[src/pec_pkg.sv]
package pec_pkg;

    localparam int ENV_GUARD = 4;
    localparam int LOG_FRAC = 16;
    localparam int RATIO_BITS = 13;
    localparam int RATIO_ONE = 256;
    localparam int MANT_W = 31;
    localparam int CONST_W = 30;
    localparam int NUM_CONST = 16;
    localparam int CONST_IDX_W = 4;
    localparam int SQRT_W = 64;
    localparam int SQRT_STEPS = 32;
    localparam int SQRT_CNT_W = 5;
    localparam int PROD_W = 64;
    localparam int REM_W = RATIO_BITS + 1;
    localparam int QDEPTH = 2;
    localparam int QPTR_W = 1;
    localparam int CFG_IDX_W = 2;

    localparam int RST_THRESHOLD = 1056155;
    localparam int RST_RATIO = 768;
    localparam int RST_ATTACK = 655;
    localparam int RST_RELEASE = 6554;

    typedef enum logic [CFG_IDX_W-1:0] {
        CFG_THRESHOLD = 2'd0,
        CFG_RATIO     = 2'd1,
        CFG_ATTACK    = 2'd2,
        CFG_RELEASE   = 2'd3
    } t_cfg_idx;

endpackage

[src/pec_fifo.sv]
module pec_fifo #(
    parameter int WIDTH = 8
) (
    input  logic             i_clk,
    input  logic             i_rst_n,
    input  logic             i_wr,
    input  logic [WIDTH-1:0] i_data,
    input  logic             i_rd,
    output logic [WIDTH-1:0] o_data,
    output logic             o_full,
    output logic             o_empty
);

    logic [WIDTH-1:0]          r_mem [pec_pkg::QDEPTH];
    logic [pec_pkg::QPTR_W-1:0] r_wp;
    logic [pec_pkg::QPTR_W-1:0] r_rp;
    logic [pec_pkg::QPTR_W:0]   r_cnt;
    logic                       wr_ok;
    logic                       rd_ok;

    assign o_full  = (r_cnt == (pec_pkg::QPTR_W + 1)'(pec_pkg::QDEPTH));
    assign o_empty = (r_cnt == '0);
    assign o_data  = r_mem[r_rp];
    assign wr_ok   = i_wr && !o_full;
    assign rd_ok   = i_rd && !o_empty;

    always_ff @(posedge i_clk) begin
        if (wr_ok) begin
            r_mem[r_wp] <= i_data;
        end
    end

    always_ff @(posedge i_clk) begin
        if (!i_rst_n) begin
            r_wp  <= '0;
            r_rp  <= '0;
            r_cnt <= '0;
        end else begin
            if (wr_ok) begin
                r_wp <= r_wp + 1'b1;
            end
            if (rd_ok) begin
                r_rp <= r_rp + 1'b1;
            end
            if (wr_ok && !rd_ok) begin
                r_cnt <= r_cnt + 1'b1;
            end else if (rd_ok && !wr_ok) begin
                r_cnt <= r_cnt - 1'b1;
            end
        end
    end

endmodule

[config.mk]
export PLATFORM = sky130hd
export DESIGN_NAME = pec_fifo
export DESIGN_NICKNAME = d
export VERILOG_FILES = /design/src/pec_pkg.sv /design/src/pec_fifo.sv
export SDC_FILE = /design/constraint.sdc
export NUM_CORES = 1
export LEC_CHECK = 0
export BUFFER_PORTS_ARGS = -buffer_cell sky130_fd_sc_hd__buf_4
export CORE_AREA = 2 2 52 54
export CTS_BUF_LIST = sky130_fd_sc_hd__clkbuf_2
export CTS_CLUSTER_DIAMETER = 150
export DETAILED_ROUTE_END_ITERATION = 8
export DIE_AREA = 0 0 54 56
export GPL_ROUTABILITY_DRIVEN = 0
export GPL_TIMING_DRIVEN = 0
export SLEW_MARGIN = 40
export SYNTH_ARGS = -nofsm -noshare
export SYNTH_HDL_FRONTEND = slang
export SYNTH_SLANG_ARGS = --single-unit
[constraint.sdc]
create_clock -name i_clk -period 3.7 [get_ports i_clk]
set_input_delay 0.37 -clock i_clk [delete_from_list [all_inputs] [get_ports i_clk]]
set_output_delay 0.37 -clock i_clk [all_outputs]
set_load 0.01 [all_outputs]
== After elaboration in Yosys (flattened, before gate mapping) ==
Memories as Yosys holds them, arrays and structs flattened. A register that Yosys moved wholly into a read port is not among the register bits.
Index checks and enable logic that the tools add are counted.
Operators by class
  mux-type cells: 6
  reductions and logical operators: 10
  $add $sub $neg: 4
  eq/ne operators: 1
Operators by type and width (count)
  $logic_and 1x1->1: 4
  $logic_not 1->1: 4
  $mux 1: 4
  $mux 2: 2
  $add 1x1->1 const B: 2
  $add 2x1->2 const B: 1
  $eq 2x2->1 const B: 1
  $logic_not 2->1: 1
  $reduce_bool 2->1: 1
  $sub 2x1->2 const B: 1
Word-level totals
  bits in writable memories: 16
  register bits after elaboration: 4
  memories: 1
  output and inout port bits: 10
Memories
  r_mem: depth 2, bits a word 8, read ports 1, clocked after memory_dff 1, write ports 1, line pec_fifo.sv:14  | logic [WIDTH-1:0] r_mem [pec_pkg::QDEPTH];

== Longest topological paths before layout ==
  depth in word-level cells: 7
  depth in mapped cells: 7

== Least setup slack after synthesis ==
Ideal clock, no wire load.
  kind: reg-to-reg
  start point: reg r_cnt[0] in the netlist's numbering
  end point: reg r_cnt[1] in the netlist's numbering
  clock period less this slack: 1.529 ns
  arrival: 1.459 ns
  setup slack: 2.171 ns
  stages on the path, launching flop included: 7
  buffers on the path: 0
  cell sequence: dfxtp_1 > nand2b_1 > inv_1 > nor2_1 > ha_1 > or3_1 > a21oi_1
On the way
  word-level cells in the longest chain between the ends: 6
  elaborated cells on any way between the ends: 15
  classes of those cells: 2 x add/sub; 1 x eq/ne; 2 x mux; 10 x reduce/logical
Ends and longest elaborated chain
  start: declaration: line pec_fifo.sv:17  | logic [pec_pkg::QPTR_W:0] r_cnt;
  start signal: assignment: line pec_fifo.sv:46  | r_cnt <= r_cnt + 1'b1;
  start signal: assignment: line pec_fifo.sv:48  | r_cnt <= r_cnt - 1'b1;
  $eq 2x2->1 *: line pec_fifo.sv:21  | assign o_full = (r_cnt == (pec_pkg::QPTR_W + 1)'(pec_pkg::QDEPTH));
  named net o_full: line pec_fifo.sv:10  | output logic o_full,
  $logic_not 1->1 *: line pec_fifo.sv:24  | assign wr_ok = i_wr && !o_full;
  $logic_and 1x1->1 *: line pec_fifo.sv:24
  $logic_not 1->1: line pec_fifo.sv:47  | end else if (rd_ok && !wr_ok) begin
  $logic_and 1x1->1: line pec_fifo.sv:47
  $reduce_bool 2->1 (no line)
Mark *: on every way through the listed nets, which the timed path passes. The rest lies on a longest branch. The select of a mux whose other input is x is not followed.
A chain may end at the register's enable or synchronous reset.

==> summary.txt <==
Run status
  • Outcome: complete, no violations

Logic synthesis
  • Register area share after synthesis: 0.723
  • Top cells by count, synth: 16 x edfxtp_1, 8 x mux2_2, 5 x dfxtp_1, 5 x nor2_1
  • Post-synthesis area per instance: roughly 16 um^2
  • Top_reg_cell synth: edfxtp_1
  • Syn Inst Count: 51
  • Mapped cell area: about 800 um^2
  • Post-Syn Nets: 64
  • Synth Register Bits: 21
  • Asr flop ratio synth: 0
  • Most frequent cell after synthesis: edfxtp_1
  • Yosys Warn Count: 0
  • Netlist cell types: 16
  • Top cells by area, synth: edfxtp_1 60%, dfxtp_1 12%, mux2_2 11%, xor2_1 3.3%, nor2_1 2.3%
  • Yosys top cell area share: 0.598
  • Leading area contributor after synthesis: edfxtp_1
  • Number of synthesized flops with an enable pin: 16

Global route
  • Grt ovf: 0
  • Gr usage total: 0.0883
  • Vias in the first global route: ~460
  • Initial antenna violation count: 0
  • Met1 usage: 0.106
  • Global-route wire length before repair: 1950 um
  • Largest net degree at the start of global routing: 13
  • GR peak layer: met2
  • Met3 layer usage reported by global route: 0.0269
  • Met2 global-route usage: 0.145

CTS
  • Maximum root-to-sink buffer count: 2
  • Cts repair resizes: 0
  • Hold buffer count at CTS: 0
  • H-Tree Level Count: 1
  • Worst-Skew Late Latency: 0.29 ns
  • CTS clk-pin slew, worst paths: 0.18 ns
  • CTS root buffer: clkbuf_2
  • Num CTS Buffers: 3
  • CTS tree: built
  • Num Clock Sinks: 21
  • Post-CTS Setup Bufs: 0

Power and ir drop
  • Power Dens Cells: around 620 mW/mm^2
  • Worst vdd ir: 0.000320 V
  • Lkg Pwr: 0.413 nW

Detailed routing
  • Final WL: approximately 1200 um
  • Initial DRC count: 15
  • # DRC: 0
  • First drt pass iteration count: 4
  • Vias per inst: about 4.4
  • Vias: 468
  • Drt wl/cell: 11.2 um
  • Detail Route Antenna Nets: 0

Critical path
  • Data required time of the worst path: 3.33 ns
  • Crit start category: flop
  • CP Class: reg2out
  • Worst Path Max Fanout: 8
  • CP arrival: 1.35 ns
  • Crit. End Element: output pin

STA
  • Final Hold Fails: 0
  • Setup Viol. Count Final: 0
  • Worst slew pin tran: 0.715 ns
  • RSZ-0062 raised after global routing: false
  • Total negative slack: 0 ns
  • Peak Freq: 581 MHz
  • Clk_skew: 0.00204 ns
  • Final Max Tran Viols: 0
  • Final Cycle Share: 0.465
  • Min Tclk post-route: 1.72 ns
  • Max transition margin: 0.521

Floorplanning
  • Ports: 22
  • Die width: 54 um
  • CORE AREA: 0.00243 mm^2
  • Initial core utilization: 0.330
  • Height of the die: roughly 56 um
  • Row count: 18
  • Die area: 0.00302 mm^2

Final layout
  • Layout area overhead: 26.8%
  • Fin nets: 90
  • Fillers: 239
  • Final core utilization: 0.419
  • Number of antenna repair diodes: 0
  • Share of cells above drive strength 1: 0.461

Worst hold path
  • Worst Hold Class: in2reg

Flow run
  • Max-capacitance violation count: 0

Placement
  • Post-DP HPWL: 900 um
  • PortBufs: 21
[layout make-up]
class	count	area, um^2	area share
flip-flops and latches	21	581	0.570
clock buffers	3	15.0	0.0147
multi-input cells	26	206	0.203
inverters	3	11.3	0.0111
plain buffers	1	5.00	0.00491
well taps	30	37.5	0.0369
clock inverters	1	5.00	0.00491
repair buffers	21	158	0.155
[report_power, final]
part           internal, mW  leakage [nW]  switching, mW
Clock                0.0245        0.0164         0.0632
Combinational         0.119         0.206          0.107
Sequential            0.301         0.191         0.0194
[per-layer routing]
layer	vias to the layer above	part of all wire
met5	-	0
met4	0	0.0084
met3	2	0.085
met2	21	0.46
met1	214	0.45
li1	231	-
[cells in the final DEF, fill, tap and decap left out, drive strengths merged]
| cell type | Yosys | routed |
|---|---|---|
| nand2b | 1 | 1 |
| o21a | 1 | 1 |
| o21ai | 2 | 2 |
| a21oi | 1 | 1 |
| clkinv | 0 | 1 |
| ha | 1 | 1 |
| edfxtp | 16 | 16 |
| a21boi | 1 | 1 |
| dfxtp | 5 | 5 |
| and3 | 1 | 1 |
| or3 | 1 | 1 |
| inv | 3 | 3 |
| mux2 | 8 | 8 |
| xor2 | 3 | 3 |
| clkbuf | 0 | 3 |
| nor2 | 5 | 5 |
| buf | 1 | 22 |
| nor3 | 1 | 1 |
[through the flow]
stage / hold WS (ns) / setup slack [ns] / cells / cell area, um^2 / power, mW
after global placement: 0.488 / 2.12 / 102 / 998 / 0.552
final: 0.243 / 1.98 / 106 / 1020 / 0.634
after global routing: 0.204 / 1.87 / 106 / 1020 / 0.680
after floorplan: 0.469 / 2.17 / 51 / 803 / 0.462
after CTS: 0.226 / 1.94 / 106 / 1020 / 0.645
after detailed placement: 0.500 / 2.06 / 102 / 998 / 0.556
[logic make-up after synthesis]
family / Yosys count / share of synthesized area
adders and majority gates: 1 / 0.0156
xor gates and xnor gates: 3 / 0.0327
and+or+nand+nor: 9 / 0.0592
buffers and inverters: 4 / 0.0202
AOI/OAI and AO/OA: 5 / 0.0374
DFF: 21 / 0.723
muxes: 8 / 0.112
[registers in the layout (all words and copies together), names as in the netlist, named ones only]
register  flops
r_mem        16
r_wp          1
r_rp          1
r_cnt         2
[worst paths after layout]
check	startpoint	to	slack (ns)	depth (start not counted)
min reg2reg	r_rp	r_rp	0.54	2
min	i_data[6]	r_mem[0][6]	0.24	1
max reg2reg	r_cnt[0]	r_cnt[1]	2.06	6
max	flop	o_data[3]	1.98	3
[worst max-delay path, stage by stage (launching register included)]
cell and delay, ns:
dfxtp_1 0.34, buf_2 0.21, mux2_2 0.36, buf_4 0.14
Note: power is estimated with default switching activity, not from simulation.
